File: config.mk
export PLATFORM = sky130hd
export DESIGN_NAME = graymap_stream_parser_unit
export DESIGN_NICKNAME = d
export VERILOG_FILES = /design/src/gsp_pkg.sv /design/src/graymap_stream_parser_unit.sv /design/src/gsp_divider.sv /design/src/gsp_ctrl.sv
export SDC_FILE = /design/constraint.sdc
export NUM_CORES = 1
export LEC_CHECK = 0
export ABC_AREA = 1
export BUFFER_PORTS_ARGS = -buffer_cell sky130_fd_sc_hd__buf_2
export CORE_UTILIZATION = 55
export CTS_CLUSTER_DIAMETER = 100
export CTS_CLUSTER_SIZE = 30
export DETAILED_ROUTE_END_ITERATION = 10
export GPL_TIMING_DRIVEN = 0
export PLACE_DENSITY = 0.72
export SYNTH_ARGS = -nofsm -noshare
export SYNTH_HDL_FRONTEND = slang
export SYNTH_SLANG_ARGS = --single-unit
File: constraint.sdc
create_clock -name clk -period 8.4 [get_ports clk]
set_input_delay 1.26 -clock clk [delete_from_list [all_inputs] [get_ports clk]]
set_output_delay 1.26 -clock clk [all_outputs]
set_load 0.02 [all_outputs]
File: src/gsp_pkg.sv
package gsp_pkg;

    localparam int DimBits  = 16;
    localparam int FracBits = 16;
    localparam int NormW    = FracBits + 1;
    localparam int NumW     = 17;

    localparam logic [1:0] KIND_HEADER = 2'd0;
    localparam logic [1:0] KIND_PIXEL  = 2'd1;
    localparam logic [1:0] KIND_ERROR  = 2'd2;

    localparam logic [1:0] ERR_MAGIC    = 2'd0;
    localparam logic [1:0] ERR_DIGIT    = 2'd1;
    localparam logic [1:0] ERR_OVERFLOW = 2'd2;
    localparam logic [1:0] ERR_ZEROMAX  = 2'd3;

    localparam logic [2:0] PH_MAGIC  = 3'd0;
    localparam logic [2:0] PH_WIDTH  = 3'd1;
    localparam logic [2:0] PH_HEIGHT = 3'd2;
    localparam logic [2:0] PH_MAXVAL = 3'd3;
    localparam logic [2:0] PH_APIX   = 3'd4;
    localparam logic [2:0] PH_BHI    = 3'd5;
    localparam logic [2:0] PH_BLO    = 3'd6;

    localparam logic [7:0] CH_HASH = 8'h23;
    localparam logic [7:0] CH_P    = 8'h50;
    localparam logic [7:0] CH_2    = 8'h32;
    localparam logic [7:0] CH_5    = 8'h35;
    localparam logic [7:0] CH_0    = 8'h30;
    localparam logic [7:0] CH_9    = 8'h39;
    localparam logic [7:0] CH_LF   = 8'h0a;
    localparam logic [15:0] BYTE_MAX = 16'd255;

    typedef struct packed {
        logic [7:0] data_byte;
        logic       start_of_file;
    } gsp_in_t;

    typedef struct packed {
        logic [1:0]  kind;
        logic [15:0] pixel_raw;
        logic [16:0] pixel_norm;
        logic [15:0] row;
        logic [15:0] col;
        logic        last_pixel;
        logic [15:0] width_out;
        logic [15:0] height_out;
        logic [15:0] maxval_out;
        logic        binary_mode;
        logic [1:0]  error_code;
    } gsp_out_t;

    // controller -> datapath
    typedef struct packed {
        logic        div_start;
        logic [15:0] raw;
        logic [15:0] maxval;
    } gsp_cmd_t;

    // datapath -> controller
    typedef struct packed {
        logic        busy;
        logic        done;
        logic [16:0] quot;
    } gsp_sts_t;

    function automatic logic is_space(input logic [7:0] b);
        return b == 8'd32 || b == 8'd9 || b == 8'd10 || b == 8'd13 ||
               b == 8'd11 || b == 8'd12;
    endfunction

endpackage

File: src/graymap_stream_parser_unit.sv
// Graymap stream parser.
// Input channel (in_valid/in_stall/in_data) carries one file byte per
// transaction plus a start-of-file flag that restarts the header parse.
// Output channel (out_valid/out_stall/out_data) carries header, pixel
// and error results; a byte gives at most one result.
// Header bytes, whitespace, comments and errors are taken one byte per
// cycle unless the receiver stalls; header and error results appear
// the cycle after the byte. Each pixel runs through a bit-serial
// restoring divider for the normalised value: 32 iterations, and each
// pixel's byte or token end stalls the input until the divider is done.
// The output register holds a result; input is taken while it waits
// unless the receiver stalls, in which case the input stalls as well.
// Reset (rst_n low, asynchronous) returns to waiting for a magic with
// all header registers cleared.
module graymap_stream_parser_unit
    import gsp_pkg::*;
(
    input  logic     clk,
    input  logic     rst_n,
    input  logic     in_valid,
    output logic     in_stall,
    input  gsp_in_t  in_data,
    output logic     out_valid,
    input  logic     out_stall,
    output gsp_out_t out_data
);
    gsp_cmd_t cmd;
    gsp_sts_t sts;

    gsp_ctrl u_ctrl (
        .clk(clk), .rst_n(rst_n),
        .in_valid(in_valid), .in_stall(in_stall), .in_data(in_data),
        .out_valid(out_valid), .out_stall(out_stall), .out_data(out_data),
        .cmd(cmd), .sts(sts)
    );

    gsp_divider u_div (
        .clk(clk), .rst_n(rst_n), .cmd(cmd), .sts(sts)
    );
endmodule

File: src/gsp_divider.sv
module gsp_divider
    import gsp_pkg::*;
(
    input  logic     clk,
    input  logic     rst_n,
    input  gsp_cmd_t cmd,
    output gsp_sts_t sts
);
    localparam int DivW = 16 + FracBits;
    localparam int CntW = $clog2(DivW + 1);

    logic [DivW-1:0] num_reg, num_next;
    logic [16:0]     rem_reg, rem_next;
    logic [15:0]     den_reg, den_next;
    logic [CntW-1:0] cnt_reg, cnt_next;
    logic            busy_reg, busy_next;
    logic            done_reg, done_next;
    logic [17:0]     trial;
    logic [16:0]     shifted;

    // restoring divide, one quotient bit a cycle; quotient shifts into num
    always_comb
    begin
        num_next  = num_reg;
        rem_next  = rem_reg;
        den_next  = den_reg;
        cnt_next  = cnt_reg;
        busy_next = busy_reg;
        done_next = 1'b0;
        shifted   = {rem_reg[15:0], num_reg[DivW-1]};
        trial     = {1'b0, shifted} - {2'b00, den_reg};
        if (cmd.div_start)
        begin
            num_next  = {cmd.raw, {FracBits{1'b0}}};
            rem_next  = '0;
            den_next  = cmd.maxval;
            cnt_next  = CntW'(DivW);
            busy_next = 1'b1;
        end
        else if (busy_reg)
        begin
            if (!trial[17])
            begin
                rem_next = trial[16:0];
                num_next = {num_reg[DivW-2:0], 1'b1};
            end
            else
            begin
                rem_next = shifted;
                num_next = {num_reg[DivW-2:0], 1'b0};
            end
            cnt_next = cnt_reg - 1'b1;
            if (cnt_reg == CntW'(1))
            begin
                busy_next = 1'b0;
                done_next = 1'b1;
            end
        end
    end

    always_ff @(posedge clk or negedge rst_n)
    begin
        if (!rst_n)
        begin
            busy_reg <= 1'b0;
            done_reg <= 1'b0;
            cnt_reg  <= '0;
        end
        else
        begin
            busy_reg <= busy_next;
            done_reg <= done_next;
            cnt_reg  <= cnt_next;
        end
    end

    always_ff @(posedge clk)
    begin
        num_reg <= num_next;
        rem_reg <= rem_next;
        den_reg <= den_next;
    end

    // saturate at one
    always_comb
    begin
        sts.busy = busy_reg;
        sts.done = done_reg;
        if (num_reg > DivW'(1 << FracBits))
            sts.quot = 17'(1 << FracBits);
        else
            sts.quot = num_reg[16:0];
    end
endmodule

File: src/gsp_ctrl.sv
module gsp_ctrl
    import gsp_pkg::*;
(
    input  logic     clk,
    input  logic     rst_n,
    input  logic     in_valid,
    output logic     in_stall,
    input  gsp_in_t  in_data,
    output logic     out_valid,
    input  logic     out_stall,
    output gsp_out_t out_data,
    output gsp_cmd_t cmd,
    input  gsp_sts_t sts
);
    logic [2:0]  phase_reg, phase_next;
    logic        cmt_reg, cmt_next;
    logic        tok_reg, tok_next;
    logic [16:0] acc_reg, acc_next;
    logic [1:0]  mg_reg, mg_next;
    logic [15:0] w_reg, w_next, h_reg, h_next, mx_reg, mx_next;
    logic        bin_reg, bin_next;
    logic [15:0] rc_reg, rc_next, cc_reg, cc_next;
    logic [7:0]  hb_reg, hb_next;
    logic        ov_reg, ov_next;
    gsp_out_t    od_reg, od_next;
    logic        pend_reg, pend_next;

    logic        acc_in;
    logic [7:0]  b;
    logic [20:0] nxt;
    logic [16:0] lim;
    logic        pix;
    logic [15:0] praw;
    logic        last;
    logic [16:0] rc1, cc1;
    gsp_out_t    res;
    logic        emit;
    logic        rst_parse;
    logic [2:0]  ph;
    logic        cm, tk;
    logic [16:0] ac;
    logic [1:0]  mg;

    assign in_stall  = pend_reg || sts.busy || sts.done || (ov_reg && out_stall);
    assign acc_in    = in_valid && !in_stall;
    assign out_valid = ov_reg;
    assign out_data  = od_reg;
    assign b         = in_data.data_byte;
    assign rc1       = {1'b0, rc_reg} + 17'd1;
    assign cc1       = {1'b0, cc_reg} + 17'd1;
    assign last      = rc1 >= {1'b0, h_reg} && cc1 >= {1'b0, w_reg};

    always_comb
    begin
        phase_next = phase_reg; cmt_next = cmt_reg; tok_next = tok_reg;
        acc_next = acc_reg; mg_next = mg_reg; w_next = w_reg; h_next = h_reg;
        mx_next = mx_reg; bin_next = bin_reg; rc_next = rc_reg; cc_next = cc_reg;
        hb_next = hb_reg; ov_next = ov_reg; od_next = od_reg; pend_next = pend_reg;
        res = '0; emit = 1'b0; pix = 1'b0; praw = '0; rst_parse = 1'b0;
        nxt = '0; lim = 17'hffff;
        cmd = '0;
        cmd.maxval = mx_reg;
        ph = phase_reg; cm = cmt_reg; tk = tok_reg; ac = acc_reg; mg = mg_reg;

        if (ov_reg && !out_stall)
            ov_next = 1'b0;

        if (acc_in)
        begin
            if (in_data.start_of_file || phase_reg > PH_BLO)
            begin
                ph = PH_MAGIC; cm = 1'b0; tk = 1'b0; ac = '0; mg = '0;
            end
            phase_next = ph; cmt_next = cm; tok_next = tk; acc_next = ac;
            mg_next = mg;
            if (ph == PH_BHI)
            begin
                if (mx_reg > BYTE_MAX)
                begin
                    hb_next = b; phase_next = PH_BLO;
                end
                else
                begin
                    pix = 1'b1; praw = {8'd0, b};
                end
            end
            else if (ph == PH_BLO)
            begin
                phase_next = PH_BHI; pix = 1'b1; praw = {hb_reg, b};
            end
            else if (cm)
            begin
                if (b == CH_LF)
                    cmt_next = 1'b0;
            end
            else if (!tk && is_space(b))
            begin
            end
            else if (!tk && b == CH_HASH)
                cmt_next = 1'b1;
            else if (!tk && ph == PH_MAGIC)
            begin
                if (b != CH_P)
                begin
                    emit = 1'b1; res.kind = KIND_ERROR; res.error_code = ERR_MAGIC;
                    rst_parse = 1'b1;
                end
                else
                begin
                    tok_next = 1'b1; mg_next = 2'd1;
                end
            end
            else if (ph == PH_MAGIC)
            begin
                if (is_space(b))
                begin
                    if (mg < 2'd2)
                    begin
                        emit = 1'b1; res.kind = KIND_ERROR;
                        res.error_code = ERR_MAGIC; rst_parse = 1'b1;
                    end
                    else
                    begin
                        bin_next = (mg == 2'd3); tok_next = 1'b0; mg_next = '0;
                        phase_next = PH_WIDTH;
                    end
                end
                else if (mg == 2'd1 && b == CH_2)
                    mg_next = 2'd2;
                else if (mg == 2'd1 && b == CH_5)
                    mg_next = 2'd3;
                else
                begin
                    emit = 1'b1; res.kind = KIND_ERROR; res.error_code = ERR_MAGIC;
                    rst_parse = 1'b1;
                end
            end
            else
            begin
                // number token: a fresh token starts from zero
                if (!tk)
                    ac = '0;
                tok_next = 1'b1;
                acc_next = ac;
                if (is_space(b))
                begin
                    tok_next = 1'b0; acc_next = '0;
                    unique case (ph)
                        PH_WIDTH:
                        begin
                            w_next = ac[15:0]; phase_next = PH_HEIGHT;
                        end
                        PH_HEIGHT:
                        begin
                            h_next = ac[15:0]; phase_next = PH_MAXVAL;
                        end
                        PH_MAXVAL:
                        begin
                            emit = 1'b1;
                            if (ac == '0)
                            begin
                                res.kind = KIND_ERROR; res.error_code = ERR_ZEROMAX;
                                rst_parse = 1'b1;
                            end
                            else
                            begin
                                mx_next = ac[15:0]; rc_next = '0; cc_next = '0;
                                res.kind = KIND_HEADER; res.width_out = w_reg;
                                res.height_out = h_reg; res.maxval_out = ac[15:0];
                                res.binary_mode = bin_reg;
                                if (w_reg == '0 || h_reg == '0)
                                    rst_parse = 1'b1;
                                else
                                    phase_next = bin_reg ? PH_BHI : PH_APIX;
                            end
                        end
                        default:
                        begin
                            pix = 1'b1; praw = ac[15:0];
                        end
                    endcase
                end
                else if (b < CH_0 || b > CH_9)
                begin
                    emit = 1'b1; res.kind = KIND_ERROR; res.error_code = ERR_DIGIT;
                    rst_parse = 1'b1;
                end
                else
                begin
                    nxt = 21'(ac) * 21'd10 + 21'(b - CH_0);
                    if (ph == PH_WIDTH || ph == PH_HEIGHT)
                        lim = 17'((1 << DimBits) - 1);
                    if (nxt > 21'(lim))
                    begin
                        emit = 1'b1; res.kind = KIND_ERROR;
                        res.error_code = ERR_OVERFLOW; rst_parse = 1'b1;
                    end
                    else
                        acc_next = nxt[16:0];
                end
            end

            if (pix)
            begin
                res.kind = KIND_PIXEL; res.pixel_raw = praw;
                res.row = rc_reg; res.col = cc_reg; res.last_pixel = last;
                if (last)
                begin
                    rc_next = '0; cc_next = '0; rst_parse = 1'b1;
                end
                else if (cc1 >= {1'b0, w_reg})
                begin
                    cc_next = '0; rc_next = rc1[15:0];
                end
                else
                    cc_next = cc1[15:0];
                // hold the result until the divider finishes
                od_next = res; pend_next = 1'b1;
                cmd.div_start = 1'b1; cmd.raw = praw;
            end
            else if (emit)
            begin
                od_next = res; ov_next = 1'b1;
            end
            if (rst_parse)
            begin
                phase_next = PH_MAGIC; cmt_next = 1'b0; tok_next = 1'b0;
                acc_next = '0; mg_next = '0;
            end
        end

        if (sts.done)
        begin
            od_next.pixel_norm = sts.quot; ov_next = 1'b1; pend_next = 1'b0;
        end
    end

    always_ff @(posedge clk or negedge rst_n)
    begin
        if (!rst_n)
        begin
            phase_reg <= PH_MAGIC; cmt_reg <= 1'b0; tok_reg <= 1'b0; acc_reg <= '0;
            mg_reg <= '0; w_reg <= '0; h_reg <= '0; mx_reg <= '0; bin_reg <= 1'b0;
            rc_reg <= '0; cc_reg <= '0; hb_reg <= '0; ov_reg <= 1'b0; pend_reg <= 1'b0;
        end
        else
        begin
            phase_reg <= phase_next; cmt_reg <= cmt_next; tok_reg <= tok_next;
            acc_reg <= acc_next; mg_reg <= mg_next; w_reg <= w_next; h_reg <= h_next;
            mx_reg <= mx_next; bin_reg <= bin_next; rc_reg <= rc_next;
            cc_reg <= cc_next; hb_reg <= hb_next; ov_reg <= ov_next;
            pend_reg <= pend_next;
        end
    end

    always_ff @(posedge clk)
    begin
        od_reg <= od_next;
    end
endmodule
==> impl_metrics.json <==
{
  "setup.worst_path.end_class": "flip-flop",
  "worstPathArrival_ns": 8.24,
  "dp_hpwl_um": 35980,
  "dieWidth_um": 180.8,
  "cp_max_fo": 59,
  "period_minus_slack_ns": 8.033,
  "dr_wl_met3_um": 2713,
  "mostFrequentLayoutCells": "nand2_1, inv_1, nor2_1, edfxtp_1, buf_2",
  "crit_slowest_cell": "nand2_4",
  "drc_errors": 0,
  "cts_setup_buffers": 0,
  "power.share.sequential_pct": 61.7,
  "grt_overflow": 0,
  "fmax_mhz": 124.5,
  "grt_start_max_net_pins": 66,
  "die_area_mm2": 0.03270,
  "p_leak_nw": 8.845,
  "top_level_ports": 134,
  "ctsHoldBuffers": 0,
  "syn-num-nets": 2172,
  "drive_gt1_share_pct": 12.22,
  "hp-class": "reg2reg",
  "slew_headroom_pct": 42.83,
  "hold_viol_final": 0,
  "synth_cells": 2060,
  "coreArea_mm2": 0.03147,
  "internal_power_mw": 1.973,
  "holdPathStages": 1,
  "rsz0062_at_grt": "false",
  "ys.flop_type": "edfxtp_1",
  "ys_seq_elements": 306,
  "r2r-start": "u_ctrl.phase_reg[0]$_DFFE_PN0P_",
  "finalNetCount": 2322,
  "reg2regPathDepth": 37,
  "fin_util_pct": 61.31,
  "finalSetupViolCount": 0,
  "regArea_mm2": 0.008253,
  "period_share_pct": 95.64,
  "synth_seq_area_share_pct": 46.92,
  "rows": 65,
  "fin_setup_tns_ns": 0,
  "largest_reg_flops": 119,
  "cts_max_level": 1,
  "ir_worst_vdd_mv": 0.1173,
  "viasPerCell": 5.731,
  "syn2layout_area_growth_pct": 9.702,
  "syn_area_mm2": 0.01759,
  "yosysWarnings": 0,
  "drt-met1-wl_um": 21220,
  "route.met2.wl_um": 22280,
  "p_switching_mw": 0.5532,
  "antenna_cells": 0,
  "worst_ep_required_time_ns": 8.61,
  "port_buffers": 131,
  "numClockSinks": 306,
  "start_util_pct": 55.89,
  "cpPeakStageDelay_ns": 0.74,
  "multi_input_area_mm2": 0.007848,
  "cts_tree": "done",
  "place.gp.congestion": 0.9376,
  "synth_cell_types": 61,
  "regToRegSetupSlack_ns": 0.74,
  "status": "finished clean",
  "dieHeight_um": 180.8,
  "finalPower_mw": 2.526,
  "drt_iter0_markers": 1458,
  "slew_viol_final": 0,
  "p_sw_share_pct": 21.90,
  "first_pass_iters": 6,
  "synthArstFlopShare_pct": 40.20,
  "mostFrequentLayoutCell": "nand2_1",
  "fin_area_mm2": 0.01930,
  "crit_type": "in2reg",
  "clock_power_share_pct": 34.5,
  "maxUsedRoutingLayer": "met4",
  "nFillCells": 2808,
  "place_area_mm2": 0.01883,
  "antenna_found_initial": 0,
  "fin_skew_ns": 0.02765,
  "r2r-end": "u_ctrl.out_data[31]$_DFFE_PP_",
  "synth_edf_count": 151,
  "vias": 15020,
  "grt_pass1_vias": 14360,
  "critPathLaunchType": "input port",
  "min_from": "u_div.done_reg$_DFF_PN0_",
  "drv_cap": 0,
  "cts_buffer_depth": 3,
  "wirelength_um": 47740,
  "worstMarginPinSlew_ns": 0.8505,
  "drtAntennaViolNets": 0,
  "path_clk_slew_ns": 0.12,
  "grt_pass1_wl_um": 75400,
  "power.density_mw_per_mm2": 130.9,
  "routedWlPerCell_um": 18.22,
  "crit_top_cell": "nand2_1",
  "numCtsBuffers": 14,
  "cts_resized": 0,
  "grt_usage_pct": 28.97,
  "cts-root-buf": "clkbuf_16",
  "p_comb_share_pct": 3.8,
  "holdPathEnd": "u_ctrl.pend_reg$_DFFE_PN0P_",
  "syn_area_per_cell_um2": 8.539,
  "clkLatencyLatePin_ns": 0.52
}
-- worst max-delay path: cells and delay by family --
family | cells | cell delay [ns]
AND/OR/NAND/NOR | 21 | 3.73
buffers and inverters | 7 | 1.30
AO/OA/AOI/OAI | 8 | 1.15
adder cells (fa/ha/maj) | 2 | 0.69
-- cells by family (layout without fill, tap and decap cells) --
group | count (synthesis) | count (layout) | synth area share (%)
flops | 306 | 306 | 46.92
fa+ha+maj | 99 | 99 | 7.127
compound gates | 340 | 340 | 11.52
simple gates | 873 | 873 | 22.66
xor+xnor | 65 | 65 | 3.236
buf+inv | 377 | 535 | 8.543
-- worst max-delay path by stage --
| stage | start | to | slack, ns |
|---|---|---|---|
| 2_1_floorplan | in_data[0] | u_ctrl.out_data[0]$_DFFE_PP_ | 0.16 |
| 3_3_place_gp | in_data[0] | u_ctrl.out_data[69]$_DFFE_PP_ | -2.10 |
| 6_report | in_data[0] | u_ctrl.out_data[31]$_DFFE_PP_ | 0.37 |
| 5_1_grt | in_data[0] | u_ctrl.out_data[30]$_DFFE_PP_ | 0.02 |
| 3_5_place_dp | in_data[0] | u_ctrl.out_data[31]$_DFFE_PP_ | 0.02 |
| 4_1_cts | in_data[0] | u_ctrl.out_data[30]$_DFFE_PP_ | 0.55 |
-- cell type report --
cell class | count | share of cell area, %
Timing Repair Buffer | 134 | 3.735
Clock buffer | 21 | 2.172
Clock inverter | 3 | 0.2658
Buffer | 62 | 1.627
Multi-Input combinational cell | 1377 | 40.67
Sequential cell | 306 | 42.77
Inverter | 315 | 6.160
Tap cell | 402 | 2.606
-- stage by stage --
| step | std cells | setup slack [ns] | hold slack [ns] |
|---|---|---|---|
| finish | 2620 | 0.3665 | 0.4443 |
| global route | 2620 | 0.02344 | 0.4634 |
| CTS | 2620 | 0.5456 | 0.4389 |
| detailed placement | 2596 | 0.02097 | 0.4211 |
| global placement | 2593 | -2.102 | 0.4155 |
| floorplan | 2060 | 0.1628 | 0.4072 |
-- power by group through the flow --
| stage | registers, mW | logic [mW] | clock network [mW] |
|---|---|---|---|
| global route | 1.56 | 0.105 | 0.925 |
| floorplan | 1.59 | 0.0554 | 0 |
| finish | 1.56 | 0.0957 | 0.872 |
| detailed placement | 1.59 | 0.0936 | 0 |
| CTS | 1.56 | 0.0941 | 0.880 |
| global placement | 1.59 | 0.0900 | 0 |
-- Yosys cell counts (3+ instances only) --
library cell	number	share of area, %
a21oi_1	96	2.7
a221oi_1	3	0.15
a22o_1	3	0.15
a22oi_1	23	0.98
a31oi_1	13	0.46
buf_1	4	0.085
buf_2	20	0.57
buf_4	5	0.21
buf_6	5	0.32
clkbuf_1	28	0.60
dfrtp_1	123	17
dfxtp_1	32	3.6
edfxtp_1	151	26
ha_1	97	6.9
inv_1	291	6.2
inv_2	19	0.41
nand2_1	383	8.2
nand2_2	12	0.43
nand2_4	12	0.77
nand3_1	77	2.2
nand3_4	3	0.30
nand3b_1	4	0.17
nand4_1	66	2.3
nor2_1	220	4.7
nor2_2	6	0.21
nor2_4	4	0.26
nor2_8	3	0.34
nor3_1	52	1.5
nor4_1	19	0.68
o211ai_1	3	0.13
o21a_1	4	0.17
o21ai_0	107	3.0
o21ai_1	18	0.51
o21bai_1	4	0.17
o22ai_1	41	1.5
o22ai_2	10	0.71
or2_2	3	0.11
xnor2_1	12	0.60
xor2_1	53	2.6
-- layer usage --
layer,GRT usage [%],vias up
li1,-,7198
met1,40.22,7165
met2,47.94,549
met3,2.802,104
met4,9.265,0
met5,0,-
Note: power is estimated with default switching activity, not from simulation.
